==> src/rtl/b64u_pkg.sv <==
// b64u_pkg: request descriptor type, result kind codes and alphabet mapping
// functions for the base64url codec. No dependencies.
package b64u_pkg;

    // kind of output run that one request produces
    localparam logic [1:0] KIND_CHARS = 2'd0;  // top sextets as alphabet characters
    localparam logic [1:0] KIND_BYTES = 2'd1;  // top bytes of the value
    localparam logic [1:0] KIND_EMPTY = 2'd2;  // one empty end marker

    // one run of results, built by the front end, played out by the back end
    typedef struct packed {
        logic [1:0]  kind;
        logic [23:0] value;     // data left-aligned at bit 23
        logic [1:0]  last_idx;  // number of results minus one
        logic        eom;
        logic        stop;
    } b64u_job_t;

    typedef struct packed {
        logic       valid;
        logic [5:0] sextet;
    } b64u_sextet_t;

    // character for a sextet
    function automatic logic [7:0] b64u_char(input logic [5:0] s);
        logic [7:0] c;
        c = {2'b00, s};
        if (s < 6'd26)
            c = 8'd65 + c;
        else if (s < 6'd52)
            c = 8'd71 + c;          // 'a' - 26
        else if (s < 6'd62)
            c = c - 8'd4;           // '0' - 52
        else if (s == 6'd62)
            c = 8'd45;              // '-'
        else
            c = 8'd95;              // '_'
        return c;
    endfunction

    // sextet for a character; valid low outside the alphabet (incl. 128 and up)
    function automatic b64u_sextet_t b64u_sextet(input logic [7:0] c);
        b64u_sextet_t r;
        r.valid  = 1'b1;
        r.sextet = 6'd0;
        if (c >= 8'd65 && c <= 8'd90)
            r.sextet = 6'(c - 8'd65);
        else if (c >= 8'd97 && c <= 8'd122)
            r.sextet = 6'(c - 8'd71);
        else if (c >= 8'd48 && c <= 8'd57)
            r.sextet = 6'(c + 8'd4);
        else if (c == 8'd45)
            r.sextet = 6'd62;
        else if (c == 8'd95)
            r.sextet = 6'd63;
        else
            r.valid = 1'b0;
        return r;
    endfunction

endpackage

==> src/rtl/b64u_front.sv <==
// b64u_front: takes one input byte, updates the group state and issues a
// result-run request. Depends on b64u_pkg.
module b64u_front (
    input  logic               clk,
    input  logic               rst_n,
    input  logic               take,
    input  logic [7:0]         in_byte,
    input  logic               in_last,
    input  logic               direction,
    output logic               job_valid,
    output b64u_pkg::b64u_job_t job
);
    import b64u_pkg::*;

    logic [17:0] bits_reg, bits_next;
    logic [1:0]  count_reg, count_next;
    logic        halted_reg, halted_next;

    b64u_sextet_t sx;
    logic [17:0]  enc_shift, dec_shift, src_bits;
    logic [1:0]   src_count;
    logic         has_data, do_flush;

    assign sx        = b64u_sextet(in_byte);
    assign enc_shift = {bits_reg[9:0], in_byte};
    assign dec_shift = {bits_reg[11:0], sx.sextet};

    always_comb
    begin
        bits_next   = bits_reg;
        count_next  = count_reg;
        halted_next = halted_reg;
        has_data    = 1'b0;
        job.kind     = KIND_EMPTY;
        job.value    = 24'd0;
        job.last_idx = 2'd0;
        job.eom      = in_last;
        job.stop     = 1'b0;
        src_bits  = bits_reg;
        src_count = count_reg;
        do_flush  = 1'b0;

        if (!direction)
        begin
            job.kind = KIND_CHARS;
            if (count_reg >= 2'd2)
            begin
                has_data     = 1'b1;
                job.value    = {bits_reg[15:0], in_byte};
                job.last_idx = 2'd3;
                bits_next    = 18'd0;
                count_next   = 2'd0;
            end
            else
            begin
                bits_next  = enc_shift;
                count_next = count_reg + 2'd1;
                if (in_last)
                begin
                    has_data = 1'b1;
                    if (count_reg == 2'd0)
                    begin
                        job.value    = {in_byte, 16'd0};
                        job.last_idx = 2'd1;
                    end
                    else
                    begin
                        job.value    = {enc_shift[15:0], 8'd0};
                        job.last_idx = 2'd2;
                    end
                end
            end
        end
        else
        begin
            job.kind = KIND_BYTES;
            job.stop = halted_reg || !sx.valid;
            if (!halted_reg && sx.valid && count_reg == 2'd3)
            begin
                has_data     = 1'b1;
                job.value    = {bits_reg, sx.sextet};
                job.last_idx = 2'd2;
                bits_next    = 18'd0;
                count_next   = 2'd0;
            end
            else
            begin
                if (!halted_reg && sx.valid)
                begin
                    src_bits  = dec_shift;
                    src_count = count_reg + 2'd1;
                end
                do_flush = in_last || (!halted_reg && !sx.valid);
                if (!halted_reg && !sx.valid)
                    halted_next = 1'b1;
                bits_next  = do_flush ? 18'd0 : src_bits;
                count_next = do_flush ? 2'd0 : src_count;
                // k pending sextets give k-1 bytes
                if (do_flush && src_count >= 2'd2)
                begin
                    has_data     = 1'b1;
                    job.last_idx = src_count - 2'd2;
                    job.value    = (src_count == 2'd2) ? {src_bits[11:0], 12'd0}
                                                       : {src_bits, 6'd0};
                end
            end
        end

        if (!has_data)
        begin
            job.kind     = KIND_EMPTY;
            job.value    = 24'd0;
            job.last_idx = 2'd0;
        end

        if (in_last)
        begin
            bits_next   = 18'd0;
            count_next  = 2'd0;
            halted_next = 1'b0;
        end
    end

    assign job_valid = take && (has_data || in_last);

    always_ff @(posedge clk or negedge rst_n)
    begin
        if (!rst_n)
        begin
            bits_reg   <= 18'd0;
            count_reg  <= 2'd0;
            halted_reg <= 1'b0;
        end
        else if (take)
        begin
            bits_reg   <= bits_next;
            count_reg  <= count_next;
            halted_reg <= halted_next;
        end
    end

endmodule

==> src/rtl/b64u_queue.sv <==
// b64u_queue: small flop-based request queue between front and back end.
// Depends on b64u_pkg.
module b64u_queue #(
    parameter int DEPTH = 2
) (
    input  logic                clk,
    input  logic                rst_n,
    input  logic                wr_en,
    input  b64u_pkg::b64u_job_t wr_job,
    output logic                full,
    input  logic                rd_en,
    output b64u_pkg::b64u_job_t rd_job,
    output logic                empty
);
    import b64u_pkg::*;

    localparam int PTR_W = $clog2(DEPTH);
    localparam int CNT_W = $clog2(DEPTH + 1);
    localparam logic [PTR_W-1:0] PTR_LAST = PTR_W'(DEPTH - 1);

    b64u_job_t        entry_reg [DEPTH];
    logic [PTR_W-1:0] wr_ptr_reg, wr_ptr_next;
    logic [PTR_W-1:0] rd_ptr_reg, rd_ptr_next;
    logic [CNT_W-1:0] count_reg, count_next;

    assign full   = (count_reg == CNT_W'(DEPTH));
    assign empty  = (count_reg == '0);
    assign rd_job = entry_reg[rd_ptr_reg];

    always_comb
    begin
        wr_ptr_next = wr_ptr_reg;
        rd_ptr_next = rd_ptr_reg;
        count_next  = count_reg;
        if (wr_en)
            wr_ptr_next = (wr_ptr_reg == PTR_LAST) ? '0 : wr_ptr_reg + 1'b1;
        if (rd_en)
            rd_ptr_next = (rd_ptr_reg == PTR_LAST) ? '0 : rd_ptr_reg + 1'b1;
        if (wr_en && !rd_en)
            count_next = count_reg + 1'b1;
        else if (rd_en && !wr_en)
            count_next = count_reg - 1'b1;
    end

    always_ff @(posedge clk or negedge rst_n)
    begin
        if (!rst_n)
        begin
            wr_ptr_reg <= '0;
            rd_ptr_reg <= '0;
            count_reg  <= '0;
        end
        else
        begin
            wr_ptr_reg <= wr_ptr_next;
            rd_ptr_reg <= rd_ptr_next;
            count_reg  <= count_next;
        end
    end

    always_ff @(posedge clk)
    begin
        if (wr_en)
            entry_reg[wr_ptr_reg] <= wr_job;
    end

endmodule

==> src/rtl/b64u_back.sv <==
// b64u_back: plays out each request into the output register as one result per
// cycle while that register is free or being popped. Depends on b64u_pkg.
module b64u_back (
    input  logic                clk,
    input  logic                rst_n,
    input  logic                job_empty,
    input  b64u_pkg::b64u_job_t job,
    output logic                job_pop,
    input  logic                pop,
    output logic                empty,
    output logic [7:0]          out_value,
    output logic                has_data,
    output logic                end_of_message,
    output logic                last_of_run,
    output logic                stopped_early
);
    import b64u_pkg::*;

    b64u_job_t  cur_reg, cur_next;
    logic       cur_valid_reg, cur_valid_next;
    logic [1:0] idx_reg, idx_next;
    logic       out_valid_reg, out_valid_next;
    logic [7:0] value_reg;
    logic       has_data_reg, eom_reg, last_reg, stop_reg;

    logic       out_free, advance, done, load;
    logic [5:0] sextet;
    logic [7:0] byte_sel, value_sel;
    logic       is_last;

    assign out_free = !out_valid_reg || pop;
    assign advance  = cur_valid_reg && out_free;
    assign is_last  = (idx_reg == cur_reg.last_idx);
    assign done     = advance && is_last;
    assign load     = !job_empty && (!cur_valid_reg || done);
    assign job_pop  = load;

    always_comb
    begin
        unique case (idx_reg)
            2'd0:    sextet = cur_reg.value[23:18];
            2'd1:    sextet = cur_reg.value[17:12];
            2'd2:    sextet = cur_reg.value[11:6];
            default: sextet = cur_reg.value[5:0];
        endcase
        unique case (idx_reg)
            2'd0:    byte_sel = cur_reg.value[23:16];
            2'd1:    byte_sel = cur_reg.value[15:8];
            default: byte_sel = cur_reg.value[7:0];
        endcase
        unique case (cur_reg.kind)
            KIND_CHARS: value_sel = b64u_char(sextet);
            KIND_BYTES: value_sel = byte_sel;
            default:    value_sel = 8'd0;
        endcase
    end

    always_comb
    begin
        cur_next       = cur_reg;
        cur_valid_next = cur_valid_reg;
        idx_next       = idx_reg;
        if (load)
        begin
            cur_next       = job;
            cur_valid_next = 1'b1;
            idx_next       = 2'd0;
        end
        else if (done)
            cur_valid_next = 1'b0;
        else if (advance)
            idx_next = idx_reg + 2'd1;

        out_valid_next = out_valid_reg;
        if (advance)
            out_valid_next = 1'b1;
        else if (pop)
            out_valid_next = 1'b0;
    end

    always_ff @(posedge clk or negedge rst_n)
    begin
        if (!rst_n)
        begin
            cur_valid_reg <= 1'b0;
            idx_reg       <= 2'd0;
            out_valid_reg <= 1'b0;
        end
        else
        begin
            cur_valid_reg <= cur_valid_next;
            idx_reg       <= idx_next;
            out_valid_reg <= out_valid_next;
        end
    end

    always_ff @(posedge clk)
    begin
        cur_reg <= cur_next;
        if (advance)
        begin
            value_reg    <= value_sel;
            has_data_reg <= (cur_reg.kind != KIND_EMPTY);
            last_reg     <= is_last;
            eom_reg      <= is_last && cur_reg.eom;
            stop_reg     <= cur_reg.stop;
        end
    end

    assign empty          = !out_valid_reg;
    assign out_value      = value_reg;
    assign has_data       = has_data_reg;
    assign end_of_message = eom_reg;
    assign last_of_run    = last_reg;
    assign stopped_early  = stop_reg;

endmodule

==> src/rtl/base64url_codec.sv <==
// base64url_codec: unpadded base64url encoder/decoder, one byte per request.
// Depends on b64u_pkg, b64u_front, b64u_queue, b64u_back.
//
//  channel   handshake                 payload
//  -------   ------------------------  ---------------------------------------
//  input     push / full               in_byte, in_last
//  result    pop / empty               out_value, has_data, end_of_message,
//                                      last_of_run, stopped_early
//  config    cfg_valid / cfg_ready     cfg_data (direction: 0 encode, 1 decode)
//
// An input request is taken every cycle while the run queue has room; each
// request turns into a run of 0 to 4 results, and the back end delivers one
// result per cycle while the result side keeps popping, so the back end's single
// output path sets the rate.
// Reset clears the group state, the run queue and the output register.
// A stalled result side fills the queue and then raises full; the input side
// never stalls the back end.
module base64url_codec #(
    parameter int QUEUE_DEPTH = 2   // run queue entries, 2 or more
) (
    input  logic       clk,
    input  logic       rst_n,
    // input requests
    input  logic       push,
    output logic       full,
    input  logic [7:0] in_byte,
    input  logic       in_last,
    // results
    input  logic       pop,
    output logic       empty,
    output logic [7:0] out_value,
    output logic       has_data,
    output logic       end_of_message,
    output logic       last_of_run,
    output logic       stopped_early,
    // configuration
    input  logic       cfg_valid,
    output logic       cfg_ready,
    input  logic       cfg_data
);
    import b64u_pkg::*;

    logic      direction_reg;
    logic      take;
    logic      fe_job_valid;
    b64u_job_t fe_job;
    logic      q_full, q_empty, q_pop;
    b64u_job_t q_job;

    // the user must write direction only while idle; the block does not enforce it, always ready
    assign cfg_ready = 1'b1;

    always_ff @(posedge clk or negedge rst_n)
    begin
        if (!rst_n)
            direction_reg <= 1'b0;
        else if (cfg_valid && cfg_ready)
            direction_reg <= cfg_data;
    end

    assign full = q_full;
    assign take = push && !q_full;

    // front end: grouping state and run building
    b64u_front u_front (
        .clk       (clk),
        .rst_n     (rst_n),
        .take      (take),
        .in_byte   (in_byte),
        .in_last   (in_last),
        .direction (direction_reg),
        .job_valid (fe_job_valid),
        .job       (fe_job)
    );

    // decouples run building from result play-out
    b64u_queue #(
        .DEPTH (QUEUE_DEPTH)
    ) u_queue (
        .clk    (clk),
        .rst_n  (rst_n),
        .wr_en  (fe_job_valid),
        .wr_job (fe_job),
        .full   (q_full),
        .rd_en  (q_pop),
        .rd_job (q_job),
        .empty  (q_empty)
    );

    // back end: one result per cycle into the output register while it is free or popped
    b64u_back u_back (
        .clk            (clk),
        .rst_n          (rst_n),
        .job_empty      (q_empty),
        .job            (q_job),
        .job_pop        (q_pop),
        .pop            (pop),
        .empty          (empty),
        .out_value      (out_value),
        .has_data       (has_data),
        .end_of_message (end_of_message),
        .last_of_run    (last_of_run),
        .stopped_early  (stopped_early)
    );

endmodule

==> config.mk <==
export PLATFORM = sky130hd
export DESIGN_NAME = base64url_codec
export DESIGN_NICKNAME = d
export VERILOG_FILES = /design/src/rtl/b64u_pkg.sv /design/src/rtl/b64u_front.sv /design/src/rtl/b64u_queue.sv /design/src/rtl/b64u_back.sv /design/src/rtl/base64url_codec.sv
export SDC_FILE = /design/constraint.sdc
export NUM_CORES = 1
export LEC_CHECK = 0
export ABC_AREA = 1
export BUFFER_PORTS_ARGS = -buffer_cell sky130_fd_sc_hd__buf_4
export CAP_MARGIN = 20
export CORE_ASPECT_RATIO = 0.75
export CORE_UTILIZATION = 50
export DETAILED_ROUTE_END_ITERATION = 10
export GPL_TIMING_DRIVEN = 0
export PLACE_DENSITY = 0.66
export SLEW_MARGIN = 20
export SYNTH_ARGS = -nofsm -noshare
export SYNTH_HDL_FRONTEND = slang
export SYNTH_SLANG_ARGS = --single-unit
==> constraint.sdc <==
create_clock -name clk -period 4.4 [get_ports clk]
set_input_delay 0.22 -clock clk [delete_from_list [all_inputs] [get_ports clk]]
set_output_delay 0.22 -clock clk [all_outputs]
set_load 0.01 [all_outputs]
==> impl_results.md, run 1 <==
* Num CTS Buffers at 17
* Drt pass-1 iters at 6
* Post-synth EDFFs at approximately 100
* Synth top area cells: edfxtp_1, nand2_1, dfrtp_1, o21ai_0, inv_1
* #FFs+latches synth at ~130
* Delay-heaviest family, CP: compound AO/OA/AOI/OAI gates
* Sum of negative setup slack at 0 ns
* Total wire length at around 21000 µm
* Area growth syn-to-layout at 14.1%
* MaxCap Viol Count at 0
* Root Driver: clkbuf_16
* Final Critical Period at 3.24 ns
* I/O pins at 30
* Initial Utilization at about half
* Maximum VDD drop at about 310 µV
* Synthesized area at roughly 7600 µm²
* Largest net degree at the start of global routing at 32
* Clock buffer depth at 2
* Final Hold Fails at 0
* Sink Count at around 130
* Layout cells sized above 1 at between 10 and 15%
* Async set or reset register ratio after synthesis at a little under a quarter
* Post-cts sizing count at 0
* Initial drt markers at ~670
* Gp weighted congestion at approximately 0.96
* Antenna diode count at 0
* HP Class: primary input to flop
* Clock Pin Slew Worst Setup and Hold Paths at ~0.06 ns
* Max incr delay on CP at 0.45 ns
* Register area at approximately 3800 µm²
* PwrDens at just over 700 nW/µm²
* Combinational Power Share at a little over two fifths
* Post-Synthesis Cells at between 900 and 1000
* Commonest cells after routing, fill and taps aside: nand2_1, edfxtp_1, inv_1
* Commonest non-fill, non-tap cell in the layout: nand2_1
* Die X-Extent at approximately 140 µm
* Die Area at 15700 µm²
* Crit path required time at 4.55 ns
* P_leak at 3.88 nW
* Int Power at roughly 0.0037 W
* Setup crit end kind: flop
* Worst EP arrival at 3.38 ns
* Sw frac at between 40% and 50%
* DP HPWL at about 15000 µm
* Filler cells at approximately 1300
* Final Max Tran Viols at 0
* RSZ-0062 raised after global routing: false
* Synth cell types at between 40 and 50
* Via density at between 5 and 6
* Post-DRT Antenna Nets at 0
* # rows at 38
* Detailed-route via count at approximately 6500
* Initial antenna violation count at 0
* Yosys warns at 0
* Die Y at between 100 and 150 µm
* Final setup fails at 0
* Sw power at approximately 0.0026 W
* Syn Area/Cell at ~8.4 µm²
* Seq/Total Area, Yosys at between 50% and 60%
* Vias in the first global route at about 6000
* Worst skew pair latency at around 0.42 ns
* CP Cell Sequence: inv_1, ha_1, clkbuf_1, nand2_1, o21ai_0, nor2_1, a21oi_2, inv_1, ha_1, inv_1, nor2_1, o21ai_0, nand2_1, inv_1, a21oi_1, o21ai_0, o21ai_0
* Yosys top cell area share at 40.2%
* Mapped Nets at roughly 940
* CP bufs+invs at 5
* Area of the multi-input gates at 3240 µm²
* Number of flip-flops in the largest register at 60
* Period utilisation layout at approximately 74%
* Congestion Overflow GR at 0
* GR Util All Layers at 29.5%
* Slowest cell on the critical path: dfrtp_1
* Area leader, netlist: edfxtp_1
* CTS tree: yes
* Nets at between 900 and 1000
* Max-slew headroom at approximately a fifth
* Number of port buffers at 24
* Critical path fanouts, max at 9
* Synth Flop Type: edfxtp_1
* Clock Skew at 0.00956 ns
* First-pass GRT wire length at 33500 µm
* Fmax at 309 MHz
* Setup CP Type: flop to flop
* DRC errors left at 0
* Overall power at 0.00629 W
* Clock power share at between 20% and 30%
* H-tree depth at 4
* Core Region at between 10000 and 15000 µm²
* Drt wl/cell at between 15 and 20 µm
* Power share of the sequential group at roughly 34%
* Fin util at 59.3%
* Worst-Margin Slew at around 1.2 ns
* Startpoint Class: flop
* Status: completed
worst paths after layout:
| kind | start | end | slack, ns | depth (start not counted) |
|---|---|---|---|---|
| worst max register to register | u_back.idx_reg[0]$_DFFE_PN0P_ | u_back.out_value[3]$_DFFE_PP_ | 1.16 | 17 |
| max in group asynchronous | rst_n | u_front.bits_reg[14]$_DFFE_PN0P_ | 3.75 | 2 |
| min in group asynchronous | rst_n | u_queue.count_reg[0]$_DFFE_PN0P_ | 0.31 | 2 |
| worst max-delay path | u_back.idx_reg[0]$_DFFE_PN0P_ | u_back.out_value[3]$_DFFE_PP_ | 1.16 | 17 |
| worst min register to register | u_back.cur_reg[0]$_DFFE_PP_ | u_back.stopped_early$_DFFE_PP_ | 0.42 | 0 |
| worst min-delay path | cfg_valid | direction_reg$_DFFE_PN0P_ | 0.02 | 2 |
synthesized netlist by cell type, types with 9 or more instances:
cell	number
nand2_1	285
inv_1	89
xor2_1	13
edfxtp_1	102
ha_1	25
a21oi_1	43
nor2_1	49
clkbuf_1	18
o22ai_1	35
buf_2	9
o21ai_0	68
dfrtp_1	30
o21ai_1	9
nand3_1	42
repair_timing:
item | CTS | global route
buffers inserted | 0 | 0
hold buffers | 2 | 0
hold endpoints to repair | 31 | 0
cells by family (layout without fill, tap and decap cells):
kind of cell	Yosys count	count (layout)	synth area share, %
xor+xnor	15	15	1.73
other cells	1	1	0.0493
fa+ha+maj	25	25	4.11
flops	132	132	50.1
compound gates	183	183	13.7
simple gates	409	409	22.8
buf+inv	136	193	7.43
worst register-to-register path: stages (launching register included):
cell and delay (ns):
dfrtp_1 0.45, inv_1 0.15, ha_1 0.17, clkbuf_1 0.34
nand2_1 0.16, o21ai_0 0.10, nor2_1 0.09, a21oi_2 0.33
inv_1 0.12, ha_1 0.19, inv_1 0.07, nor2_1 0.04
o21ai_0 0.17, nand2_1 0.18, inv_1 0.15, a21oi_1 0.07
o21ai_0 0.08, o21ai_0 0.11
power by group through the flow:
| stage | Sequential (W) | Clock [W] | Combinational (W) |
|---|---|---|---|
| finish | 0.00214 | 0.00144 | 0.00270 |
| global route | 0.00219 | 0.00152 | 0.00302 |
| CTS | 0.00214 | 0.00146 | 0.00266 |
| detailed placement | 0.00216 | 0 | 0.00264 |
| global placement | 0.00216 | 0 | 0.00263 |
| floorplan | 0.00211 | 0 | 0.00183 |
area by class of cell:
type | instances | area share [%]
buffer | 37 | 2.21
clock buffer | 18 | 4.94
clock inverter | 12 | 1.89
inverter | 99 | 4.31
multi-input combinational | 633 | 37.3
sequential | 132 | 43.9
tap | 200 | 2.88
timing repair buffer | 27 | 2.54
stage by stage:
stage	instance area [µm²]	instances	setup slack [ns]	hold slack [ns]
after detailed placement	8070	1126	0.929	0.211
after global placement	8040	1125	-0.502	0.210
after global routing	8680	1158	0.762	0.0222
after CTS	8680	1158	1.17	0.00918
after floorplan	7610	901	0.839	-0.0756
final	8680	1158	1.16	0.0156
routing by layer:
metal | routed length, µm | share of wire (%) | global-route usage, % | up-vias
met5 | 0 | 0 | 0 | -
met4 | 660 | 3.1 | 12.2 | 0
met3 | 2020 | 9.4 | 7.91 | 53
met2 | 8840 | 41 | 40.5 | 340
met1 | 9930 | 46 | 43.5 | 2992
li1 | - | - | - | 3122
(Power assumes the default switching activity.)
==> run 2: changes to the inputs <==
--- a/config.mk
+++ b/config.mk
@@ -12,7 +12,7 @@
 export CORE_UTILIZATION = 50
 export DETAILED_ROUTE_END_ITERATION = 10
 export GPL_TIMING_DRIVEN = 0
-export PLACE_DENSITY = 0.66
+export PLACE_DENSITY = 0.68
 export SLEW_MARGIN = 20
 export SYNTH_ARGS = -nofsm -noshare
 export SYNTH_HDL_FRONTEND = slang
==> constraint.sdc (replaced) <==
create_clock -name clk -period 2.9 [get_ports clk]
set_input_delay 0.145 -clock clk [delete_from_list [all_inputs] [get_ports clk]]
set_output_delay 0.145 -clock clk [all_outputs]
set_load 0.01 [all_outputs]
==> run 2 against run 1 <==
Compared with the run above:
- routed wire length shrank 4.2%
- global-route usage down 1.5 points
- clock power rose by 42%
- combinational power is 59% higher
- count of clock-buffer cells in the layout down 1
- highest routed layer unchanged
==> impl_results.md, run 2 (synthesis results as in run 1) <==
* Status: completed (unchanged)
* Met2 WL at 9010 µm (was 8840 µm)
* Cell total after placement at 1125 (was 1126)
* Setup CP Type: flop to flop (unchanged)
* Final setup fails at 0 (unchanged)
* Core Region at 14600 µm² (unchanged)
* Max-slew headroom at 51.2% (was 20.0%)
* Slowest cell on the critical path: nor2_1 (was dfrtp_1)
* Crit path required time at 3.09 ns (was 4.55 ns)
* Sw power at 0.00412 W (was 0.00260 W)
* Final Max Tran Viols at 0 (unchanged)
* Drt pass-1 iters at 6 (unchanged)
* I/O pins at 30 (unchanged)
* Post-DRT Antenna Nets at 0 (unchanged)
* Post-route met1 wirelength at 9050 µm (was 9930 µm)
* Vias in the first global route at 6215 (was 6050)
* Number of flip-flops in the largest register at 60 (unchanged)
* Initial antenna violation count at 0 (unchanged)
* CP bufs+invs at 2 (was 5)
* Commonest cells after routing, fill and taps aside: nand2_1, edfxtp_1, inv_1 (unchanged)
* Combinational Power Share at 44.8% (was 43.0%)
* Detailed-route via count at 6621 (was 6507)
* Commonest non-fill, non-tap cell in the layout: nand2_1 (unchanged)
* Worst skew pair latency at 0.42 ns (about the same)
* Max incr delay on CP at 0.58 ns (was 0.45 ns)
* MaxCap Viol Count at 0 (unchanged)
* Gp weighted congestion at 0.963 (was 0.964)
* Final Hold Fails at 0 (unchanged)
* Root Driver: clkbuf_16 (unchanged)
* # rows at 38 (unchanged)
* Nets at 995 (was 987)
* Clock Skew at 0.0110 ns (was 0.00956 ns)
* Via density at 5.67 (was 5.62)
* Final Critical Period at 2.85 ns (was 3.24 ns)
* Worst EP arrival at 3.03 ns (was 3.38 ns)
* Worst-Margin Slew at 0.730 ns (was 1.19 ns)
* PwrDens at 1090 nW/µm² (was 724 nW/µm²)
* Sw frac at 43.1% (was 41.4%)
* Drt wl/cell at 17.6 µm (was 18.5 µm)
* P_leak at 3.91 nW (was 3.88 nW)
* Layout cells sized above 1 at 12.6% (was 10.3%)
* Int Power at 0.00544 W (was 0.00369 W)
* Period utilisation layout at 98.2% (was 73.6%)
* DRC errors left at 0 (unchanged)
* DP HPWL at 14600 µm (was 15400 µm)
* Delay-heaviest family, CP: buffers and inverters (was compound AO/OA/AOI/OAI gates)
* Clock Pin Slew Worst Setup and Hold Paths at 0.06 ns (about the same)
* Highest Signal Layer: met4 (unchanged)
* Num CTS Buffers at 17 (unchanged)
* CP Cell Sequence: inv_1, ha_1, nor2_1, clkinv_1, o22ai_1, nor2_1, a21oi_1 (was inv_1, ha_1, clkbuf_1, nand2_1, o21ai_0, nor2_1, a21oi_2, inv_1, ha_1, inv_1, nor2_1, o21ai_0, nand2_1, inv_1, a21oi_1, o21ai_0, o21ai_0)
* Die X-Extent at 144 µm (unchanged)
* Critical path fanouts, max at 9 (unchanged)
* Maximum VDD drop at 444 µV (was 307 µV)
* Initial Utilization at 52.0% (unchanged)
* HP Class: primary input to async pin (was primary input to flop)
* Most common cell on crit path: nor2_1
* Clock buffer depth at 2 (unchanged)
* Antenna diode count at 0 (unchanged)
* H-tree depth at 4 (unchanged)
* Area growth syn-to-layout at 15.6% (was 14.1%)
* Setup crit end kind: flop (unchanged)
* Fmax at 351 MHz (was 309 MHz)
* Largest net degree at the start of global routing at 32 (unchanged)
* Final non-filler cell total at 1168 (was 1158)
* Number of port buffers at 24 (unchanged)
* RSZ-0062 raised after global routing: true (was false)
* CTS tree: yes (unchanged)
* Power share of the sequential group at 33.9% (was 34.1%)
* GR Util All Layers at 28.0% (was 29.5%)
* Sum of negative setup slack at 0 ns (unchanged)
* Initial drt markers at 707 (was 671)
* Total wire length at 20500 µm (was 21500 µm)
* Startpoint Class: flop (unchanged)
* Die Area at 15700 µm² (unchanged)
* Congestion Overflow GR at 0 (unchanged)
* Die Y at 109 µm (unchanged)
* Clock power share at 21.3% (was 23.0%)
* First-pass GRT wire length at 32600 µm (was 33500 µm)
* Sink Count at 132 (unchanged)
* Met3 WL post-DR at 1930 µm (was 2020 µm)
run 2: cell count changes in the layout (fill, tap and decap cells not counted), moves of 3 or more:
cell / delta
nor2_1: -3
dlygate4sd3_1: +3
nand2_1: -3
inv_6: +5
inv_8: +4
ha_1: -3
bufinv_16: -4
ha_2: +3
buf_4: +7
run 2: final cells by class:
class	count	area [µm²]
timing repair buffer	36	283
sequential	132	3810
multi-input combinational	634	3320
clock inverter	15	139
inverter	99	377
fill	1302	5850
buffer	35	185
tap	200	250
clock buffer	17	425
run 2: worst paths after layout:
check                                                  from                            endpoint  slack [ns]  cells after the start
hold / removal                                        rst_n    u_back.out_valid_reg$_DFFE_PN0P_        0.20                      2
max in group asynchronous                             rst_n    u_front.bits_reg[10]$_DFFE_PN0P_        2.34                      2
min in group clk                                 in_byte[4]     u_front.bits_reg[4]$_DFFE_PN0P_        0.22                      5
setup reg to reg           u_front.count_reg[0]$_DFFE_PN0P_  u_queue.entry_reg[0][16]$_DFFE_PP_        0.05                      7
setup / recovery           u_front.count_reg[0]$_DFFE_PN0P_  u_queue.entry_reg[0][16]$_DFFE_PP_        0.05                      7
hold reg to reg                 u_back.cur_reg[0]$_DFFE_PP_      u_back.stopped_early$_DFFE_PP_        0.43                      0
run 2: stage by stage:
stage | utilization (%) | setup WS (ns) | instance area [µm²] | hold slack, ns | total power (W)
5_1_grt | 60.1 | -0.0721 | 8800 | 0.237 | 0.0102
3_5_place_dp | 55.0 | -0.572 | 8050 | 0.133 | 0.00723
3_3_place_gp | 55.0 | -0.747 | 8050 | 0.123 | 0.00723
2_1_floorplan | - | 0.111 | 7620 | -0.151 | 0.00598
6_report | 60.1 | 0.0532 | 8800 | 0.202 | 0.00956
4_1_cts | 59.3 | -0.00345 | 8690 | 0.204 | 0.00931
run 2: power groups by stage:
stage / clock (W) / combinational [W] / sequential, W
after floorplan: 0 / 0.00278 / 0.00320
after global placement: 0 / 0.00396 / 0.00326
after detailed placement: 0 / 0.00396 / 0.00327
after CTS: 0.00206 / 0.00402 / 0.00323
after global routing: 0.00214 / 0.00475 / 0.00331
final: 0.00204 / 0.00429 / 0.00324
run 2: what timing repair did:
action / in CTS / in global routing
resized for setup: 6 / 17
buffers inserted: 0 / 7
pin swaps: 1 / 3
hold buffers: 5 / 0
gates cloned: 1 / 0
setup endpoints to repair: 36 / 73
hold endpoints to repair: 35 / 0
run 2: routing by layer:
layer  GRT usage [%]  vias to the layer above
met5               0                        -
met4            12.0                        0
met3            6.15                       56
met2            41.8                      355
met1            39.3                     3059
li1                -                     3151
